### config.mk
export PLATFORM = sky130hd
export DESIGN_NAME = decimal_column_parse_minmax_flat
export DESIGN_NICKNAME = d
export VERILOG_FILES = /design/src/sv/dcp_pkg.sv /design/src/sv/dcp_in_if.sv /design/src/sv/dcp_out_if.sv /design/src/sv/decimal_column_parse_minmax.sv /design/src/flat_wrapper.sv
export SDC_FILE = /design/constraint.sdc
export NUM_CORES = 2
export LEC_CHECK = 0
export ABC_CLOCK_PERIOD_IN_PS = 17000
export BUFFER_PORTS_ARGS = -buffer_cell sky130_fd_sc_hd__buf_2
export CAP_MARGIN = 20
export CORE_ASPECT_RATIO = 1.2
export CORE_MARGIN = 3
export CORE_UTILIZATION = 30
export DETAILED_ROUTE_END_ITERATION = 6
export GPL_TIMING_DRIVEN = 1
export SLEW_MARGIN = 20
export SYNTH_ARGS = -nofsm -noshare
export SYNTH_HDL_FRONTEND = slang
export SYNTH_SLANG_ARGS = --single-unit
### constraint.sdc
create_clock -name clk -period 17 [get_ports clk]
set_input_delay 0.85 -clock clk [delete_from_list [all_inputs] [get_ports clk]]
set_output_delay 0.85 -clock clk [all_outputs]
set_load 0.01 [all_outputs]
### src/sv/dcp_pkg.sv
package dcp_pkg;

  localparam int unsigned MAX_ENTRIES = 65535;
  localparam logic [15:0] COUNT_CAP =
    16'((MAX_ENTRIES < 65535) ? MAX_ENTRIES : 65535);

  localparam logic [7:0] CHAR_ZERO  = 8'h30;
  localparam logic [7:0] CHAR_NINE  = 8'h39;
  localparam logic [7:0] CHAR_MINUS = 8'h2D;
  localparam logic [7:0] CHAR_PLUS  = 8'h2B;

  // floor((2^63-1)/10) and floor((2^64-1)/10)
  localparam logic [63:0] LIM_SIGNED   = 64'd922337203685477580;
  localparam logic [63:0] LIM_UNSIGNED = 64'h1999999999999999;

  localparam logic KIND_FIELD   = 1'b0;
  localparam logic KIND_SUMMARY = 1'b1;

  localparam logic REG_SIGNED_MODE    = 1'b0;
  localparam logic REG_HEADER_PRESENT = 1'b1;

  localparam logic SIGNED_MODE_RESET    = 1'b1;
  localparam logic HEADER_PRESENT_RESET = 1'b1;

  localparam int RES_DEPTH = 4;
  localparam int RES_AW    = $clog2(RES_DEPTH);

  typedef struct packed {
    logic [7:0] char_byte;
    logic       byte_present;
    logic       field_end;
    logic       column_end;
  } chars_t;

  typedef struct packed {
    logic        kind;
    logic [63:0] value;
    logic        field_ok;
    logic [15:0] entry_count;
    logic [63:0] min_value;
    logic [63:0] max_value;
    logic        column_ok;
    logic        last;
  } result_t;

  // closed-field or column-end event passed from the parse stage to the statistics stage
  typedef struct packed {
    logic        fld;
    logic        col;
    logic [63:0] v;
    logic        ok;
    logic        hdr_missing;
    logic        smode;
  } field_rec_t;

  function automatic logic less_than(input logic smode, input logic [63:0] a,
                                     input logic [63:0] b);
    logic [63:0] flip;
    flip = {smode, 63'b0};
    return (a ^ flip) < (b ^ flip);
  endfunction

endpackage

### src/sv/dcp_in_if.sv
interface dcp_in_if import dcp_pkg::*; ();
  logic   valid;
  logic   ready;
  chars_t data;

  modport source (output valid, output data, input ready);
  modport sink (input valid, input data, output ready);
endinterface

### src/sv/dcp_out_if.sv
interface dcp_out_if import dcp_pkg::*; ();
  logic    valid;
  logic    ready;
  result_t data;

  modport source (output valid, output data, input ready);
  modport sink (input valid, input data, output ready);
endinterface

### src/sv/decimal_column_parse_minmax.sv
// channel   dir  payload                                      transaction
// chars     in   char_byte, byte_present, field_end, col_end  valid & ready
// results   out  kind, value, field_ok, count, min, max, ok   valid & ready
// cfg       in   cfg_index, cfg_data                          cfg_we
//
// One character per cycle while the result side is not stalled.
// An item that closes both a field and the column yields two results, which
// a 4-entry result queue absorbs; they leave the result side one at a time.
// The digit accumulate loop (x10 shift-add with overflow check) is combinational.
// rst is synchronous; it clears control state and sets registers to defaults.
// A stall on results fills the queue, then holds each stage in place.
module decimal_column_parse_minmax import dcp_pkg::*; (
  input  logic      clk,
  input  logic      rst,
  input  logic      cfg_we,
  input  logic      cfg_index,
  input  logic      cfg_data,
  dcp_in_if.sink    chars,
  dcp_out_if.source results
);

  logic signed_mode;
  logic header_present;

  always_ff @(posedge clk) begin
    if (rst) begin
      signed_mode    <= SIGNED_MODE_RESET;
      header_present <= HEADER_PRESENT_RESET;
    end else if (cfg_we) begin
      unique case (cfg_index)
        REG_SIGNED_MODE:    signed_mode    <= cfg_data;
        REG_HEADER_PRESENT: header_present <= cfg_data;
        default: ;
      endcase
    end
  end

  // input register
  logic   s1_valid;
  chars_t s1;
  logic   s1_ready;
  logic   s2_valid;
  logic   s2_ready;
  logic   take2;

  assign s1_ready    = !s1_valid || s2_ready;
  assign chars.ready = s1_ready;

  always_ff @(posedge clk) begin
    if (rst) begin
      s1_valid <= 1'b0;
    end else if (s1_ready) begin
      s1_valid <= chars.valid;
    end
    if (s1_ready && chars.valid) begin
      s1 <= chars.data;
    end
  end

  // parse stage
  logic [63:0] acc;
  logic        neg;
  logic [1:0]  nchars;
  logic        dseen;
  logic        fbad;
  logic        in_header;

  logic [63:0] acc_n;
  logic        neg_n;
  logic [1:0]  nchars_n;
  logic        dseen_n;
  logic        fbad_n;
  logic        in_header_n;

  logic        is_digit;
  logic        is_sign;
  logic        first;
  logic [3:0]  dig;
  logic [63:0] acc10;
  logic [64:0] usum;
  logic [63:0] mag;
  logic        ovf;
  logic [63:0] acc_dig;
  logic        close;
  field_rec_t  rec;
  logic        rec_valid;

  always_comb begin
    is_digit = (s1.char_byte >= CHAR_ZERO) && (s1.char_byte <= CHAR_NINE);
    is_sign  = (s1.char_byte == CHAR_MINUS) || (s1.char_byte == CHAR_PLUS);
    first    = (nchars == 2'd0);
    dig      = s1.char_byte[3:0];
    acc10    = {acc[60:0], 3'b000} + {acc[62:0], 1'b0};
    usum     = {1'b0, acc10} + {61'b0, dig};
    mag      = 64'd0 - acc;
    if (!signed_mode) begin
      ovf     = (acc > LIM_UNSIGNED) || usum[64];
      acc_dig = usum[63:0];
    end else if (!neg) begin
      ovf     = (acc > LIM_SIGNED) || ((acc == LIM_SIGNED) && (dig > 4'd7));
      acc_dig = usum[63:0];
    end else begin
      ovf     = (mag > LIM_SIGNED) || ((mag == LIM_SIGNED) && (dig > 4'd8));
      acc_dig = acc10 - {60'b0, dig};
    end

    acc_n       = acc;
    neg_n       = neg;
    nchars_n    = nchars;
    dseen_n     = dseen;
    fbad_n      = fbad;
    in_header_n = in_header;

    if (s1.byte_present) begin
      if (nchars != 2'd3) begin
        nchars_n = nchars + 2'd1;
      end
      if (!in_header) begin
        priority if (is_digit) begin
          dseen_n = 1'b1;
          if (!fbad) begin
            if (ovf) begin
              fbad_n = 1'b1;
            end else begin
              acc_n = acc_dig;
            end
          end
        end else if (first && signed_mode && is_sign) begin
          neg_n = (s1.char_byte == CHAR_MINUS);
        end else begin
          fbad_n = 1'b1;
        end
      end
    end

    close           = s1.field_end || (s1.column_end && (nchars_n != 2'd0));
    rec.fld         = 1'b0;
    rec.col         = 1'b0;
    rec.v           = '0;
    rec.ok          = 1'b0;
    rec.hdr_missing = 1'b0;
    rec.smode       = signed_mode;

    if (close) begin
      if (in_header) begin
        in_header_n = 1'b0;
      end else begin
        rec.fld = 1'b1;
        rec.ok  = !fbad_n && dseen_n;
        rec.v   = rec.ok ? acc_n : 64'd0;
      end
      acc_n    = '0;
      neg_n    = 1'b0;
      nchars_n = 2'd0;
      dseen_n  = 1'b0;
      fbad_n   = 1'b0;
    end
    if (s1.column_end) begin
      rec.col         = 1'b1;
      rec.hdr_missing = in_header_n;
      in_header_n     = header_present;
    end
    rec_valid = rec.fld || rec.col;
  end

  field_rec_t s2_rec;

  assign s2_ready = !s2_valid || take2;

  always_ff @(posedge clk) begin
    if (rst) begin
      acc       <= '0;
      neg       <= 1'b0;
      nchars    <= 2'd0;
      dseen     <= 1'b0;
      fbad      <= 1'b0;
      in_header <= HEADER_PRESENT_RESET;
    end else if (s1_valid && s2_ready) begin
      acc       <= acc_n;
      neg       <= neg_n;
      nchars    <= nchars_n;
      dseen     <= dseen_n;
      fbad      <= fbad_n;
      in_header <= in_header_n;
    end
    if (rst) begin
      s2_valid <= 1'b0;
    end else if (s2_ready) begin
      s2_valid <= s1_valid && rec_valid;
    end
    if (s2_ready) begin
      s2_rec <= rec;
    end
  end

  // statistics stage and result queue
  logic [15:0] field_counter;
  logic [63:0] run_min;
  logic [63:0] run_max;
  logic        column_bad;
  logic        good_seen;

  logic [15:0] cnt_n;
  logic [63:0] min_n;
  logic [63:0] max_n;
  logic        cbad_n;
  logic        gseen_n;
  result_t     res_field;
  result_t     res_sum;

  result_t            resq [RES_DEPTH];
  logic [RES_AW-1:0]  wp;
  logic [RES_AW-1:0]  rp;
  logic [RES_AW:0]    qcnt;
  logic [1:0]         npush;
  logic               pop;

  assign take2 = s2_valid && (qcnt <= (RES_AW + 1)'(RES_DEPTH - 2));
  assign pop   = results.valid && results.ready;
  assign npush = take2 ? ({1'b0, s2_rec.fld} + {1'b0, s2_rec.col}) : 2'd0;

  always_comb begin
    cnt_n   = field_counter;
    min_n   = run_min;
    max_n   = run_max;
    cbad_n  = column_bad;
    gseen_n = good_seen;
    if (s2_rec.fld) begin
      if (field_counter < COUNT_CAP) begin
        cnt_n = field_counter + 16'd1;
      end
      if (s2_rec.ok) begin
        if (!good_seen) begin
          min_n   = s2_rec.v;
          max_n   = s2_rec.v;
          gseen_n = 1'b1;
        end else begin
          if (less_than(s2_rec.smode, s2_rec.v, run_min)) begin
            min_n = s2_rec.v;
          end
          if (less_than(s2_rec.smode, run_max, s2_rec.v)) begin
            max_n = s2_rec.v;
          end
        end
      end else begin
        cbad_n = 1'b1;
      end
    end

    res_field             = '0;
    res_field.kind        = KIND_FIELD;
    res_field.value       = s2_rec.v;
    res_field.field_ok    = s2_rec.ok;
    res_field.last        = !s2_rec.col;

    res_sum               = '0;
    res_sum.kind          = KIND_SUMMARY;
    res_sum.entry_count   = cnt_n;
    res_sum.min_value     = min_n;
    res_sum.max_value     = max_n;
    res_sum.column_ok     = !cbad_n && !s2_rec.hdr_missing;
    res_sum.last          = 1'b1;
  end

  always_ff @(posedge clk) begin
    if (rst) begin
      field_counter <= '0;
      run_min       <= '0;
      run_max       <= '0;
      column_bad    <= 1'b0;
      good_seen     <= 1'b0;
    end else if (take2) begin
      if (s2_rec.col) begin
        field_counter <= '0;
        run_min       <= '0;
        run_max       <= '0;
        column_bad    <= 1'b0;
        good_seen     <= 1'b0;
      end else begin
        field_counter <= cnt_n;
        run_min       <= min_n;
        run_max       <= max_n;
        column_bad    <= cbad_n;
        good_seen     <= gseen_n;
      end
    end
  end

  always_ff @(posedge clk) begin
    if (take2) begin
      if (s2_rec.fld) begin
        resq[wp] <= res_field;
        if (s2_rec.col) begin
          resq[wp + RES_AW'(1)] <= res_sum;
        end
      end else if (s2_rec.col) begin
        resq[wp] <= res_sum;
      end
    end
  end

  always_ff @(posedge clk) begin
    if (rst) begin
      wp   <= '0;
      rp   <= '0;
      qcnt <= '0;
    end else begin
      wp   <= wp + RES_AW'(npush);
      if (pop) begin
        rp <= rp + RES_AW'(1);
      end
      qcnt <= qcnt + (RES_AW + 1)'(npush) - (RES_AW + 1)'(pop);
    end
  end

  assign results.valid = (qcnt != '0);
  assign results.data  = resq[rp];

  a_queue_bound: assert property (@(posedge clk) disable iff (rst)
    qcnt <= (RES_AW + 1)'(RES_DEPTH))
    else $error("result queue overfilled");

  a_bad_field_zero: assert property (@(posedge clk) disable iff (rst)
    (results.valid && results.data.kind == KIND_FIELD && !results.data.field_ok)
      |-> (results.data.value == 64'd0))
    else $error("bad field carries nonzero value");

  a_col_clear: assert property (@(posedge clk) disable iff (rst)
    (take2 && s2_rec.col) |=> (field_counter == '0 && !good_seen && !column_bad))
    else $error("column state not cleared after summary");

  a_empty_minmax: assert property (@(posedge clk) disable iff (rst)
    !good_seen |-> (run_min == '0 && run_max == '0))
    else $error("min or max set with no good value");

  a_count_cap: assert property (@(posedge clk) disable iff (rst)
    field_counter <= COUNT_CAP)
    else $error("field counter past cap");

endmodule
### src/flat_wrapper.sv
// flat-port wrapper written by rule: the top's interface ports become plain ports
module decimal_column_parse_minmax_flat import dcp_pkg::*;
  (clk, rst, cfg_we, cfg_index, cfg_data, chars_valid, chars_data, chars_ready, results_valid, results_data, results_ready);
  dcp_in_if chars_i ();
  dcp_out_if results_i ();
  input  logic clk;
  input  logic rst;
  input  logic cfg_we;
  input  logic cfg_index;
  input  logic cfg_data;
  input wire logic [$bits(chars_i.valid)-1:0] chars_valid;
  input wire logic [$bits(chars_i.data)-1:0] chars_data;
  output wire logic [$bits(chars_i.ready)-1:0] chars_ready;
  output wire logic [$bits(results_i.valid)-1:0] results_valid;
  output wire logic [$bits(results_i.data)-1:0] results_data;
  input wire logic [$bits(results_i.ready)-1:0] results_ready;
  assign chars_i.valid = chars_valid;
  assign chars_i.data = chars_data;
  assign chars_ready = chars_i.ready;
  assign results_valid = results_i.valid;
  assign results_data = results_i.data;
  assign results_i.ready = results_ready;
  decimal_column_parse_minmax u_core (.clk(clk), .rst(rst), .cfg_we(cfg_we), .cfg_index(cfg_index), .cfg_data(cfg_data), .chars(chars_i), .results(results_i));
endmodule
==> run metrics <==
status complete, no violations; IO Count 232; layout cells sized above 1 13.0%; level count of the clock H-tree 3; Nets 6320; Die Span X 425 um; Layout area overhead 11.5%; buffers added on ports 231; sequential share of the synthesized area 47.1%; Post-Synthesis Cells 6231; Fmax 0.138 GHz; Worst-Skew Late Latency 0.77 ns; # rows 184; mean post-synth cell area 10.2 um^2; final setup fails 0; vias per inst 5.90; first-pass iteration count of the detailed router 7; gr usage total 20.8%; most common cell after layout, fill and taps aside edfxtp_1; XOR/XNOR share of the synthesized area 1.54%; Net Sw Frac 27.5%; crit path launch type flip-flop; Post-CTS Setup Inserts 0; share of the synthesized area in the top cell type 31.3%; Util after Layout 33.7%; core area 0.210 mm^2; max-cap violations 0; worst path arrival time 7.88 ns; Slew Viols, Final 0; die height 509 um; vias in the first global route 51272; Initial Util 30.2%; Req. time, crit path 17.65 ns; logic gate share of total power 15.5%; Peak VDD IR 0.000118 V; most frequent cells in the layout edfxtp_1, nor2_1, dfxtp_1, nand2_1, a21oi_1; post-CTS sizing 0; YS warnings 0; final wirelength 235 mm; die area 0.216 mm^2; CTS tree done; Slew @ Worst Pin 1.18 ns; Flop pwr share 45.3%; first-pass GRT wire length 343 mm; Post-DRT Antenna Nets 0; First DRT Iteration DRCs 5576; clk sinks 1157; Synth Area in Compound Gates 16.2%; largest family of logic cells by synthesized area simple AND/OR/NAND/NOR gates; worst-path fanout max 27; Post-synth ARST share 0%; Synth Area in Simple Gates 17.7%; CP Class reg2reg; unique cell type count in the Yosys netlist 108; Crit. End Element flip-flop; hpwl dp 155 mm; largest net degree at the start of global routing 193; Fin Hold WS 0.269 ns; detailed-route DRC error count 0; Leakage Power 23.3 nW; Filler Cell Count 21171; area occupied by multi-input gates 0.0308 mm^2; HP Class in2reg; Slew Limit Headroom 21.5%; post-route cell area 0.0705 mm^2; Design Power 6.78 mW; GRT overflow 0; # hold bufs at CTS 0; Reg clk slew, reported paths 0.07 ns; flops & latches, synth 1157; leading post-synthesis cells by cell area edfxtp_1, dfxtp_1, mux4_2; crit share post-route 42.6%; Setup WS post-layout 9.76 ns; Syn Std Cell Area 0.0633 mm^2; final cell count without fillers 8993; Placed Cells 8769; ys flop type edfxtp_1; crit path time final 7.24 ns; Post-synth EDFFs 660; CTS Root Buffer Type clkbuf_16; clk_skew 0.0426 ns; P per Cell Area 96.1 mW/mm^2; Mapped Nets 6453; total negative slack 0 ns; flop-to-flop setup slack 9.76 ns; placed instance area 0.0666 mm^2; via count 53047; post-synthesis adder-cell area fraction 4.08%; GP Congestion 0.970; Num CTS Buffers 116; Clk pwr share 39.2%; FF+latch area 0.0298 mm^2; RSZ-0062 raised after global routing false; Int Power 4.92 mW; average routed wire per standard cell 26.1 um; initial antenna violation count 24; P_sw 1.86 mW; mux share of post-synthesis cell area 8.88%; pre-CTS setup slack 9.77 ns; Final Hold Vio Count 0; CTS Buffer Depth 3; area leader, netlist edfxtp_1
-- cell families after synthesis --
kind of cell | after synthesis
simple gates | 2244
compound gates | 1477
flops | 1157
buf+inv | 743
mux | 295
fa+ha+maj | 204
xor+xnor | 111
-- cell usage after synthesis, drive strengths merged, types with 36 or more instances --
| master | number |
|---|---|
| a211oi | 49 |
| a21o | 85 |
| a21oi | 439 |
| a22o | 99 |
| a22oi | 44 |
| a32oi | 77 |
| buf | 116 |
| clkbuf | 454 |
| dfxtp | 497 |
| edfxtp | 660 |
| ha | 200 |
| inv | 172 |
| mux2i | 76 |
| mux4 | 212 |
| nand2 | 478 |
| nand3 | 332 |
| nand4 | 352 |
| nor2 | 597 |
| nor3 | 82 |
| nor4 | 133 |
| o21ai | 122 |
| o31ai | 264 |
| o41ai | 68 |
| or3 | 36 |
| xnor2 | 68 |
| xor2 | 43 |
-- critical path, cell delays in order, from the launching register on --
cell	delay (ns)
dfxtp_1	0.64
ha_1	0.38
nand4_1	0.35
nor3_1	0.63
o2111ai_1	0.22
o22ai_1	0.65
nor2_1	0.12
xnor2_1	0.61
nand4_1	0.51
nor4bb_2	0.84
and4bb_1	0.78
a211o_1	0.94
nand3b_1	0.21
a21bo_1	0.19
-- layout make-up --
class                           instances  share of cell area [%]
Sequential cell                      1157                    42.2
Tap cell                             2790                    4.95
Antenna cell                            3                  0.0106
Inverter                              173                   0.921
Timing Repair Buffer                  319                    2.70
Multi-Input combinational cell       4331                    43.7
Clock buffer                          154                    4.61
Clock inverter                         66                   0.898
-- registers in the layout, indices dropped and copies added, names as in the netlist, 2 cells and up, named ones only --
register and cells:
u_core.res_field 65, u_core.dig 4, u_core.nchars 2, u_core.s2_rec 4, u_core.resq 848, u_core.s1 7, u_core.acc 64, u_core.run_max 64
u_core.field_counter 16, u_core.run_min 64, u_core.wp 2, u_core.rp 2, u_core.qcnt 3
-- path summary, 6_finish.rpt --
kind	start	to	cells past startpoint
setup / recovery	u_core.acc[27]$_SDFFE_PP0P_	u_core.acc[51]$_SDFFE_PP0P_	13
hold / removal	chars_data[8]	u_core.s1[8]$_DFFE_PP_	1
setup reg to reg	u_core.acc[27]$_SDFFE_PP0P_	u_core.acc[51]$_SDFFE_PP0P_	13
hold reg to reg	u_core.resq[3][211]$_SDFFE_PP1P_	u_core.resq[3][211]$_SDFFE_PP1P_	2
-- power groups by stage --
| stage | sequential [mW] | combinational (mW) | clock [mW] |
|---|---|---|---|
| 2_1_floorplan | 3.06 | 0.686 | 0 |
| 3_3_place_gp | 3.13 | 1.07 | 0 |
| 3_5_place_dp | 3.13 | 1.07 | 0 |
| 4_1_cts | 3.07 | 1.08 | 2.70 |
| 5_1_grt | 3.08 | 1.12 | 2.80 |
| 6_report | 3.07 | 1.05 | 2.66 |
-- metal layers --
layer	GRT usage [%]	routed length (um)
met1	25.9	91900
met2	35.7	115000
met4	9.51	11000
met3	2.81	16200
met5	0	40
No activity file was read; power rests on OpenSTA's default activity.
